## config.mk

```make
export PLATFORM = sky130hd
export DESIGN_NAME = binary_arithmetic_coder_unit
export DESIGN_NICKNAME = d
export VERILOG_FILES = /design/src/design/bac_pkg.sv /design/src/design/bac_ctrl.sv /design/src/design/bac_dpath.sv /design/src/design/binary_arithmetic_coder_unit.sv
export VERILOG_INCLUDE_DIRS = /design/src /design/src/design
export SDC_FILE = /design/constraint.sdc
export NUM_CORES = 1
export LEC_CHECK = 0
export BUFFER_PORTS_ARGS = -buffer_cell sky130_fd_sc_hd__clkbuf_2
export CORE_UTILIZATION = 31
export DETAILED_ROUTE_END_ITERATION = 10
export GPL_ROUTABILITY_DRIVEN = 0
export PLACE_DENSITY = 0.46
export SYNTH_ARGS = -nofsm -noshare
export SYNTH_HDL_FRONTEND = slang
export SYNTH_SLANG_ARGS = --single-unit
export TNS_END_PERCENT = 20
```

## constraint.sdc

```tcl
create_clock -name clk -period 7.01 [get_ports clk]
set_input_delay 1.0515 -clock clk [delete_from_list [all_inputs] [get_ports clk]]
set_output_delay 1.0515 -clock clk [all_outputs]
set_load 0.005 [all_outputs]
```

## src/design/binary_arithmetic_coder_unit_macros.svh

```systemverilog
// ---------------------------------------------------------------------------
// Assertion macros for the binary arithmetic coder
// Shared property templates used at the end of the top level.
// ---------------------------------------------------------------------------
`ifndef BINARY_ARITHMETIC_CODER_UNIT_MACROS_SVH
`define BINARY_ARITHMETIC_CODER_UNIT_MACROS_SVH

// Same-cycle implication, checked outside reset.
`define BAC_ASSERT_NOW(lbl, ck, rn, ante, cons, msg) \
  lbl: assert property (@(posedge ck) disable iff (!rn) (ante) |-> (cons)) \
    else $error(msg);

// Next-cycle implication, checked outside reset.
`define BAC_ASSERT_NEXT(lbl, ck, rn, ante, cons, msg) \
  lbl: assert property (@(posedge ck) disable iff (!rn) (ante) |=> (cons)) \
    else $error(msg);

`endif

```

## src/design/bac_pkg.sv

```systemverilog
// ---------------------------------------------------------------------------
// Binary arithmetic coder package
// Types and codes shared by controller and datapath, and the probability clip helper.
// ---------------------------------------------------------------------------
package bac_pkg;

  localparam int PROB_BITS  = 12;
  localparam int PROB_IN_W  = 12;
  localparam int PROB_MAX   = (1 << PROB_BITS) - 1;
  localparam int CNT_W      = 3;
  localparam logic [CNT_W-1:0] MAX_SHIFTS   = 3'd4;
  localparam logic [CNT_W-1:0] LOADS_START  = 3'd4;
  localparam logic [CNT_W-1:0] FLUSH_LAST   = 3'd3;

  typedef enum logic [2:0] {
    ACT_START_ENC = 3'd0,
    ACT_ENC_BIT   = 3'd1,
    ACT_FLUSH     = 3'd2,
    ACT_START_DEC = 3'd3,
    ACT_DEC_BIT   = 3'd4,
    ACT_LOAD      = 3'd5
  } action_t;

  typedef enum logic [2:0] {
    ST_IDLE,
    ST_SPLIT,
    ST_UPDATE,
    ST_ENC_NORM,
    ST_DEC_NORM,
    ST_FLUSH,
    ST_PLAIN,
    ST_STATUS
  } state_t;

  typedef enum logic [2:0] {
    EK_PLAIN,
    EK_STATUS,
    EK_BIT,
    EK_BYTE,
    EK_FLUSH
  } emit_kind_t;

  typedef struct packed {
    logic       load;
    logic       calc_split;
    logic       apply_split;
    logic       shift;
    logic       flush_shift;
    logic       emit;
    emit_kind_t kind;
  } ctl_cmd_t;

  typedef struct packed {
    logic pend_zero;
    logic renorm;
    logic enc_last;
    logic cnt_last;
    logic out_free;
    logic dec;
  } dp_status_t;

  // Saturate the incoming probability to the coder's precision.
  function automatic logic [PROB_BITS-1:0] prob_clip(input logic [PROB_IN_W-1:0] raw);
    logic [31:0] wide;
    wide = 32'(raw);
    if (wide > 32'(PROB_MAX)) begin
      wide = 32'(PROB_MAX);
    end
    return wide[PROB_BITS-1:0];
  endfunction

endpackage

```

## src/design/bac_ctrl.sv

```systemverilog
// ---------------------------------------------------------------------------
// Binary arithmetic coder controller
// Sequences one command at a time through load, split, update,
// renormalization, flush and result emission.
// ---------------------------------------------------------------------------
module bac_ctrl (
  input  logic                clk,
  input  logic                rst_n,
  input  logic                in_valid,
  input  logic [2:0]          action,
  input  bac_pkg::dp_status_t sts,
  output logic                in_ready,
  output bac_pkg::ctl_cmd_t   cmd
);
  import bac_pkg::*;

  state_t state_r, state_nxt;

  always_ff @(posedge clk) begin
    if (!rst_n) begin
      state_r <= ST_IDLE;
    end else begin
      state_r <= state_nxt;
    end
  end

  always_comb begin
    state_nxt = state_r;
    in_ready  = 1'b0;
    cmd       = '0;
    cmd.kind  = EK_PLAIN;
    case (state_r)
      ST_IDLE: begin
        in_ready = 1'b1;
        if (in_valid) begin
          cmd.load = 1'b1;
          case (action_t'(action))
            ACT_ENC_BIT: state_nxt = ST_SPLIT;
            ACT_FLUSH:   state_nxt = ST_FLUSH;
            ACT_DEC_BIT: state_nxt = sts.pend_zero ? ST_SPLIT : ST_STATUS;
            default:     state_nxt = ST_PLAIN;
          endcase
        end
      end
      ST_SPLIT: begin
        cmd.calc_split = 1'b1;
        state_nxt      = ST_UPDATE;
      end
      ST_UPDATE: begin
        cmd.apply_split = 1'b1;
        // The datapath remembers which kind of bit this was.
        state_nxt = sts.dec ? ST_DEC_NORM : ST_ENC_NORM;
      end
      ST_ENC_NORM: begin
        if (sts.out_free) begin
          cmd.emit = 1'b1;
          if (sts.renorm) begin
            cmd.kind  = EK_BYTE;
            cmd.shift = 1'b1;
            if (sts.enc_last) begin
              state_nxt = ST_IDLE;
            end
          end else begin
            cmd.kind  = EK_PLAIN;
            state_nxt = ST_IDLE;
          end
        end
      end
      ST_DEC_NORM: begin
        if (sts.renorm) begin
          cmd.shift = 1'b1;
        end else if (sts.out_free) begin
          cmd.emit  = 1'b1;
          cmd.kind  = EK_BIT;
          state_nxt = ST_IDLE;
        end
      end
      ST_FLUSH: begin
        if (sts.out_free) begin
          cmd.emit        = 1'b1;
          cmd.kind        = EK_FLUSH;
          cmd.flush_shift = 1'b1;
          if (sts.cnt_last) begin
            state_nxt = ST_IDLE;
          end
        end
      end
      ST_PLAIN: begin
        if (sts.out_free) begin
          cmd.emit  = 1'b1;
          cmd.kind  = EK_PLAIN;
          state_nxt = ST_IDLE;
        end
      end
      ST_STATUS: begin
        if (sts.out_free) begin
          cmd.emit  = 1'b1;
          cmd.kind  = EK_STATUS;
          state_nxt = ST_IDLE;
        end
      end
      default: state_nxt = ST_IDLE;
    endcase
  end

endmodule

```

## src/design/bac_dpath.sv

```systemverilog
// ---------------------------------------------------------------------------
// Binary arithmetic coder datapath
// Interval, code word and load count registers, the split multiplier and
// adder, the byte renormalizer and the result register.
// ---------------------------------------------------------------------------
module bac_dpath (
  input  logic                  clk,
  input  logic                  rst_n,
  input  bac_pkg::ctl_cmd_t     cmd,
  input  logic [2:0]            action,
  input  logic                  bit_in,
  input  logic [bac_pkg::PROB_IN_W-1:0] probability,
  input  logic [7:0]            in_byte,
  input  logic                  out_ready,
  output bac_pkg::dp_status_t   sts,
  output logic                  out_valid,
  output logic [7:0]            out_byte,
  output logic                  byte_valid,
  output logic                  bit_out,
  output logic [2:0]            bytes_needed,
  output logic                  status,
  output logic                  last
);
  import bac_pkg::*;

  logic [31:0]          low_r, high_r, code_r, mid_r;
  logic [CNT_W-1:0]     pend_r, cnt_r;
  logic                 bit_r, dec_r, dbit_r;
  logic [31:0]          prod_hi_r;
  logic [PROB_BITS-1:0] prod_lo_r;

  logic                 out_valid_r, byte_valid_r, bit_out_r, status_r, last_r;
  logic [7:0]           out_byte_r;
  logic [2:0]           bn_r;

  logic                 byte_valid_nxt, bit_out_nxt, status_nxt, last_nxt;
  logic [7:0]           out_byte_nxt;
  logic [2:0]           bn_nxt;

  logic [31:0]            range;
  logic [PROB_BITS-1:0]   p_clip;
  logic [31:0]            prod_hi;
  logic [2*PROB_BITS-1:0] prod_lo;
  logic                   take_one;

  assign range    = high_r - low_r;
  assign p_clip   = prob_clip(probability);
  assign prod_hi  = 32'(range[31:PROB_BITS]) * 32'(p_clip);
  assign prod_lo  = (2*PROB_BITS)'(range[PROB_BITS-1:0]) * (2*PROB_BITS)'(p_clip);
  assign take_one = dec_r ? (code_r <= mid_r) : bit_r;

  assign sts.pend_zero = (pend_r == '0);
  assign sts.renorm    = (low_r[31:24] == high_r[31:24]) && (cnt_r != MAX_SHIFTS);
  // Whether the byte shifted out now is the last one for this bit.
  assign sts.enc_last  = !((cnt_r < FLUSH_LAST) && (low_r[23:16] == high_r[23:16]));
  assign sts.cnt_last  = (cnt_r == FLUSH_LAST);
  assign sts.out_free  = !out_valid_r || out_ready;
  assign sts.dec       = dec_r;

  always_ff @(posedge clk) begin
    if (!rst_n) begin
      low_r  <= '0;
      high_r <= '1;
      code_r <= '0;
      pend_r <= '0;
      cnt_r  <= '0;
    end else begin
      if (cmd.load) begin
        cnt_r     <= '0;
        bit_r     <= bit_in;
        dec_r     <= (action_t'(action) == ACT_DEC_BIT);
        prod_hi_r <= prod_hi;
        prod_lo_r <= prod_lo[2*PROB_BITS-1:PROB_BITS];
        case (action_t'(action))
          ACT_START_ENC: begin
            low_r  <= '0;
            high_r <= '1;
          end
          ACT_START_DEC: begin
            low_r  <= '0;
            high_r <= '1;
            code_r <= '0;
            pend_r <= LOADS_START;
          end
          ACT_LOAD: begin
            if (pend_r != '0) begin
              code_r <= {code_r[23:0], in_byte};
              pend_r <= pend_r - CNT_W'(1);
            end
          end
          default: ;
        endcase
      end
      if (cmd.calc_split) begin
        mid_r <= low_r + prod_hi_r + 32'(prod_lo_r);
      end
      if (cmd.apply_split) begin
        dbit_r <= take_one;
        if (take_one) begin
          high_r <= mid_r;
        end else begin
          low_r <= mid_r + 32'd1;
        end
      end
      if (cmd.shift) begin
        low_r  <= {low_r[23:0], 8'h00};
        high_r <= {high_r[23:0], 8'hff};
        cnt_r  <= cnt_r + CNT_W'(1);
      end
      if (cmd.flush_shift) begin
        low_r <= {low_r[23:0], 8'h00};
        cnt_r <= cnt_r + CNT_W'(1);
      end
      if (cmd.emit && (cmd.kind == EK_BIT)) begin
        pend_r <= cnt_r;
      end
    end
  end

  // Result register: holds one finished result until the sink takes it.
  always_ff @(posedge clk) begin
    if (!rst_n) begin
      out_valid_r <= 1'b0;
    end else if (cmd.emit) begin
      out_valid_r <= 1'b1;
    end else if (out_ready) begin
      out_valid_r <= 1'b0;
    end
  end

  always_comb begin
    out_byte_nxt   = 8'h00;
    byte_valid_nxt = 1'b0;
    bit_out_nxt    = 1'b0;
    bn_nxt         = pend_r;
    status_nxt     = 1'b0;
    last_nxt       = 1'b1;
    case (cmd.kind)
      EK_STATUS: status_nxt = 1'b1;
      EK_BIT: begin
        bit_out_nxt = dbit_r;
        bn_nxt      = cnt_r;
      end
      EK_BYTE: begin
        out_byte_nxt   = high_r[31:24];
        byte_valid_nxt = 1'b1;
        last_nxt       = sts.enc_last;
      end
      EK_FLUSH: begin
        out_byte_nxt   = low_r[31:24];
        byte_valid_nxt = 1'b1;
        last_nxt       = sts.cnt_last;
      end
      default: ;
    endcase
  end

  always_ff @(posedge clk) begin
    if (cmd.emit) begin
      out_byte_r   <= out_byte_nxt;
      byte_valid_r <= byte_valid_nxt;
      bit_out_r    <= bit_out_nxt;
      bn_r         <= bn_nxt;
      status_r     <= status_nxt;
      last_r       <= last_nxt;
    end
  end

  assign out_valid    = out_valid_r;
  assign out_byte     = out_byte_r;
  assign byte_valid   = byte_valid_r;
  assign bit_out      = bit_out_r;
  assign bytes_needed = bn_r;
  assign status       = status_r;
  assign last         = last_r;

endmodule

```

## src/design/binary_arithmetic_coder_unit.sv

```systemverilog
// ---------------------------------------------------------------------------
// Binary arithmetic coder unit
// Carryless 32-bit binary arithmetic encoder and decoder with a stream
// command input and a stream result output.
// ---------------------------------------------------------------------------
// One command is in flight at a time; in_tready is high only while the
// controller is idle. Start encode, start decode, load byte, unused codes and
// a decode bit refused for pending loads go straight to emitting a result.
// Encode and decode bits pass through the registered split multiply, the
// 32-bit split adder and compare, and the renormalizer that moves one byte
// per cycle (when encoding, only while the result port is free); flush
// emits the low word a byte at a time. A stalled result port holds emission.
// A finished result sits in an output register, so the next command can be
// taken while it waits.
module binary_arithmetic_coder_unit (
  input  logic        clk,
  input  logic        rst_n,
  input  logic        in_tvalid,
  output logic        in_tready,
  input  logic [23:0] in_tdata,   // bit_in, probability[11:0], in_byte[7:0], zero pad
  input  logic [2:0]  in_tuser,   // action[2:0]
  output logic        out_tvalid,
  input  logic        out_tready,
  output logic [15:0] out_tdata,  // out_byte[7:0], bit_out, bytes_needed[2:0], status, pad
  output logic        out_tuser,  // byte_valid
  output logic        out_tlast
);
  import bac_pkg::*;

  `include "binary_arithmetic_coder_unit_macros.svh"

  ctl_cmd_t   cmd;
  dp_status_t sts;
  logic [7:0] out_byte;
  logic       byte_valid, bit_out, status, last;
  logic [2:0] bytes_needed;

  bac_ctrl u_ctrl (
    .clk      (clk),
    .rst_n    (rst_n),
    .in_valid (in_tvalid),
    .action   (in_tuser),
    .sts      (sts),
    .in_ready (in_tready),
    .cmd      (cmd)
  );

  bac_dpath u_dpath (
    .clk          (clk),
    .rst_n        (rst_n),
    .cmd          (cmd),
    .action       (in_tuser),
    .bit_in       (in_tdata[0]),
    .probability  (in_tdata[12:1]),
    .in_byte      (in_tdata[20:13]),
    .out_ready    (out_tready),
    .sts          (sts),
    .out_valid    (out_tvalid),
    .out_byte     (out_byte),
    .byte_valid   (byte_valid),
    .bit_out      (bit_out),
    .bytes_needed (bytes_needed),
    .status       (status),
    .last         (last)
  );

  assign out_tdata = {3'b000, status, bytes_needed, bit_out, out_byte};
  assign out_tuser = byte_valid;
  assign out_tlast = last;

  `BAC_ASSERT_NEXT(a_one_in_flight, clk, rst_n, in_tvalid && in_tready, !in_tready,
                   "second command taken while busy")
  `BAC_ASSERT_NOW(a_error_result_clean, clk, rst_n, out_tvalid && status,
                  out_tlast && !byte_valid && !bit_out, "error result carries data")
  `BAC_ASSERT_NOW(a_loads_bounded, clk, rst_n, out_tvalid, bytes_needed <= LOADS_START,
                  "pending load count out of range")

endmodule

```

* Yosys cells after proc, flatten, opt, wreduce, memory -nomap -nowiden
Index checks and enable logic that the tools add are counted.
Widths: inputs -> output; s select.
** Word-level totals
- Memory bits (writable) :: 0
- Memories kept :: 0
- Bits in registers :: 200
- Logic and storage cells :: 143
- Latch bits :: 0
- Bits of input ports :: 31
- ROM bits :: 0
** Operators by class
- Multipliers :: 2
- Multiplexer cells :: 57
- Div/mod/pow operators :: 0
- Reductions and logical operators :: 26
- Shift-type cells :: 0
- Add/subtract/negate cells :: 6
- Magnitude comparators :: 2
- Bitwise operators :: 1
- Equality and inequality tests :: 28
** Operator list (number)
- $mux 32 :: 12
- $pmux 32 s2 :: 1
- $mux 3 :: 17
- $add 32x1->32 const B :: 1
- $add 32x12->32 :: 1
- $add 32x32->32 :: 1
- $le 32x32->1 :: 1
- $mul 20x12->32 :: 1
- $sub 32x32->32 :: 1
- $mul 12x12->24 :: 1
- $eq 3x2->1 const B :: 7
- $eq 3x3->1 const B :: 7
- $pmux 3 s7 :: 1
- $mux 4 :: 5
- $pmux 4 s5 :: 1
- $eq 8x8->1 :: 2
- $pmux 8 s2 :: 1
- $mux 1 :: 13
- $ne 2x2->1 const B :: 5
- $eq 3x1->1 const B :: 3
- $logic_not 3->1 :: 3
- $pmux 3 s3 :: 1
- $reduce_bool 3->1 :: 3
- $reduce_or 2->1 :: 4
- 19 further kinds :: 29

* Depth between registers and ports, before layout
- Depth after elaboration :: 9
- Gate-level depth with buffers :: 33

* Modules after synthesis
A second synthesis with hierarchy kept.
** Unflattened totals
- Cells, all modules :: 3168
- Area total of the unflattened synthesis :: 27152.3 um^2
** Modules (own cells, without submodules)
- bac_dpath :: area each 26720.6 um^2, times used 1, cells each 3106
- bac_ctrl :: area each 390.4 um^2, times used 1, cells each 56
- binary_arithmetic_coder_unit :: area each 41.3 um^2, times used 1, cells each 6

* Worst setup path before layout
OpenSTA, ideal clock, no wires.
- Path type :: register to register
- From :: register u_dpath.high_r[0]
- To :: register u_dpath.prod_hi_r[30], data pin
- Arrival time :: 7035 ps
- Period minus slack after synthesis :: 7293 ps
- Setup time :: 258 ps
- Cell stages (with the launch flop) :: 31
- Path slack :: -283 ps
- Data required time :: 6752 ps
- Cell sequence :: dfxtp_1 inv_1 ha_1 fa_1 nor2b_1 o21ai_1 a21o_1 a21oi_2 o211ai_1 o311ai_0 a21oi_1 xnor2_1 buf_2 nand2_1 fa_1 fa_1 inv_1 fa_1 fa_1 inv_1 fa_1 inv_1 ha_1 a211oi_2 o21ai_0 nor3_1 o31ai_1 o41a_1 a211o_1 a21oi_1 xnor2_1
** Between the ends
- Word-level cells in the longest chain between the ends :: 2
** Ends and longest elaborated chain
- start, declared :: RTL line bac_dpath.sv:26 : logic [31:0] low_r, high_r, code_r, mid_r;
- start signal, assigned :: RTL line bac_dpath.sv:100 : high_r <= mid_r;
- start signal, assigned :: RTL line bac_dpath.sv:107 : high_r <= {high_r[23:0], 8'hff};
- $sub 32x32->32 :: RTL line bac_dpath.sv:46 : assign range = high_r - low_r;
- $mul 20x12->32 :: RTL line bac_dpath.sv:48 : assign prod_hi = 32'(range[31:PROB_BITS]) * 32'(p_clip);
- named net u_dpath.prod_hi[30] :: RTL line bac_dpath.sv:42 : logic [31:0] prod_hi;
- end signal, assigned :: RTL line bac_dpath.sv:72 : prod_hi_r <= prod_hi;
- end, declared :: RTL line bac_dpath.sv:29 : logic [31:0] prod_hi_r;
The timed path passes the listed nets, and every way through them passes these cells.
A chain may end at the register's enable or synchronous reset.

* Worst setup path after layout
Same ends and word-level chain as after synthesis.

==> qor.txt <==
outcome -> finished, violations left
failing checks -> negative setup slack
largest family of logic cells by synthesized area -> adder cells
WL/cell -> 17.47 µm
Die Ht -> 283.3 µm
die area -> 80260 µm²
Via-to-Cell Ratio -> 4.796
Final Setup Violations -> 11
# nets final -> 3544
share of the synthesized area in the top cell type -> 23.91%
Critical Path RT -> 7.23 ns
area grow syn2layout -> 19.54%
Skew-Pair Late Insertion Delay -> 0.46 ns
clock root cell -> clkbuf_16
DRC Markers -> 0
TritonCTS Buffers -> 17
HPWL Detailed -> 57560 µm
most used cell, CP -> fa_1
CTS Buffer Depth -> 2
CP peak stage delay -> 0.55 ns
IO buf count -> 44
post-route antenna net violation count -> 0
H-tree depth -> 4
CP max FO -> 8
unique cell type count in the Yosys netlist -> 83
Die Wd -> 283.3 µm
Yosys Warn Count -> 0
GRT Total Usage -> 17.77%
syn_area_per_cell -> 9.086 µm²
fin. max-slew vios -> 0
slew margin rel. -> 23.87%
final worst slack -> -0.3743 ns
#FFs+latches synth -> 200
Detailed Routing Iterations Pass 1 -> 5
CP endpoint kind -> flip-flop
worst-margin pin slew -> 1.138 ns
initial antenna violation count -> 1
fillers -> 7886
core footprint -> 77850 µm²
MaxCap Viol Count -> 0
area occupied by multi-input gates -> 17980 µm²
CP Class -> reg2reg
Arr. time, crit path -> 7.61 ns
Crit-path slowest cell -> fa_1
final WL -> 70360 µm
first-pass GRT wire length -> 112900 µm
complex-gate fraction of the synthesized area -> 11.96%
RSZ-0062 raised after global routing -> true
worst hold path class -> reg2reg
via count -> 19312
post-synthesis sequential area ratio -> 20.16%
Synth Area in Adders -> 36.46%
register area -> 4947 µm²
number of synthesized flops with an enable pin -> 94
top cells by count, synth -> inv_1, nand2_1, fa_1
largest net degree at the start of global routing -> 53
row cnt -> 102
clk_skew -> 0.01173 ns
grt total ovfl -> 0
Synth Cell Area -> 24530 µm²
Reg clk slew, reported paths -> 0.08 ns
Syn Inst Count -> 2700
TritonCTS Sinks -> 200
post-synthesis mux area share -> 0.5764%
f_max -> 135.4 MHz
# diodes -> 0
Post-synth ARST share -> 0%
Starting Density -> 31.51%
Synth area leaders -> fa_1, ha_1, edfxtp_1
clock period minus worst slack -> 7.384 ns
Worst setup SP type -> flip-flop
number of I/O pins -> 51
Place WS -> -0.7444 ns
cts hold-fix bufs -> 0
Hold Violations, Final -> 0
post-synthesis simple-gate area fraction -> 17.62%
top_reg_cell synth -> dfxtp_1
largest area contributor in the netlist -> fa_1
Synth Area in XOR/XNOR -> 4.351%
fraction of layout cells with a size suffix above 1 -> 19.05%
CTS tree -> done
most numerous cell in the Yosys netlist -> inv_1
DRT iter0 DRCs -> 1206
final worst-path cycle share -> 105.3%
vias in the first global route -> 20420
routing by layer:
metal | vias up | global-route usage (%) | wire, µm
met5 | - | 0 | 13
met4 | 2 | 3.851 | 1095
met3 | 54 | 1.747 | 2290
met2 | 354 | 29.21 | 32710
met1 | 9533 | 25.14 | 34250
li1 | 9369 | - | -
stage by stage:
stage               hold WS (ns)  std cells  TNS [ns]  utilization, %  instance area (µm²)
finish                    0.5287       4027    -2.190           37.67                29330
detailed placement        0.5134       3982    -7.285           36.05                28060
global placement          0.5092       3982    -6.399           36.05                28060
CTS                       0.5326       4021    -3.401           37.34                29070
floorplan                 0.4845       2702         0               -                24570
global route              0.5477       4027    -9.140           37.67                29330
registers in the layout, indices dropped and copies added (netlist names), 3 cells and up:
signal	count
u_ctrl.state_r	3
u_dpath.bytes_needed	3
u_dpath.cnt_r	3
u_dpath.code_r	32
u_dpath.high_r	32
u_dpath.low_r	32
u_dpath.mid_r	32
u_dpath.out_byte	8
u_dpath.pend_r	3
u_dpath.prod_hi_r	32
u_dpath.prod_lo_r	12
worst paths after layout:
check,startpoint,to,slack (ns),cells past startpoint
worst max-delay path,u_dpath.high_r[0]$_SDFF_PP1_,u_dpath.prod_hi_r[30]$_DFFE_PP_,-0.37,32
worst min-delay path,u_dpath.dbit_r$_DFFE_PP_,u_dpath.bit_out$_SDFFCE_PN0P_,0.53,1
worst max register to register,u_dpath.high_r[0]$_SDFF_PP1_,u_dpath.prod_hi_r[30]$_DFFE_PP_,-0.37,32
worst min register to register,u_dpath.dbit_r$_DFFE_PP_,u_dpath.bit_out$_SDFFCE_PN0P_,0.53,1
placed cells by master (no fill, tap or decap), drive strengths merged, types with 11 or more instances in the layout:
| master | count |
|---|---|
| a211oi | 14 |
| a21o | 45 |
| a21oi | 96 |
| a221o | 23 |
| a22oi | 33 |
| and2 | 151 |
| and3 | 16 |
| buf | 329 |
| clkbuf | 62 |
| dfxtp | 106 |
| edfxtp | 94 |
| fa | 293 |
| ha | 246 |
| inv | 448 |
| nand2 | 308 |
| nand2b | 55 |
| nand3 | 44 |
| nand4 | 16 |
| nor2 | 113 |
| nor2b | 66 |
| nor3 | 31 |
| nor4 | 27 |
| o211ai | 11 |
| o21a | 15 |
| o21ai | 58 |
| o21bai | 12 |
| o221a | 25 |
| or3 | 14 |
| xnor2 | 100 |
| xor2 | 21 |
critical path, delay by kind of cell (launching register included):
family | cells | cell delay (ns)
adder cells (fa/ha/maj) | 8 | 3.27
AO/OA/AOI/OAI | 10 | 2.09
buffers and inverters | 7 | 0.71
AND/OR/NAND/NOR | 5 | 0.49
flip-flops | 1 | 0.33
XOR/XNOR | 2 | 0.23
cell families after synthesis:
logic type	after synthesis
buf+inv	561
other cells	1
simple gates	860
fa+ha+maj	539
xor+xnor	121
mux	13
compound gates	405
flops	200
cell type report:
| class | instances | share of cell area, % |
|---|---|---|
| Timing Repair Buffer | 374 | 9.741 |
| Clock buffer | 18 | 1.498 |
| Multi-Input combinational cell | 1941 | 61.31 |
| Tap cell | 1040 | 4.437 |
| Clock inverter | 14 | 0.5120 |
| Sequential cell | 200 | 16.87 |
| Inverter | 440 | 5.632 |
timing repair:
action                     CTS  global route
buffers inserted             9             7
gates resized for setup     84            50
pin swaps                   69            52
setup endpoints to repair   23            29
Power is not shown: default switching activity piles up to over one toggle a cycle in this logic, so the estimate is an artifact.
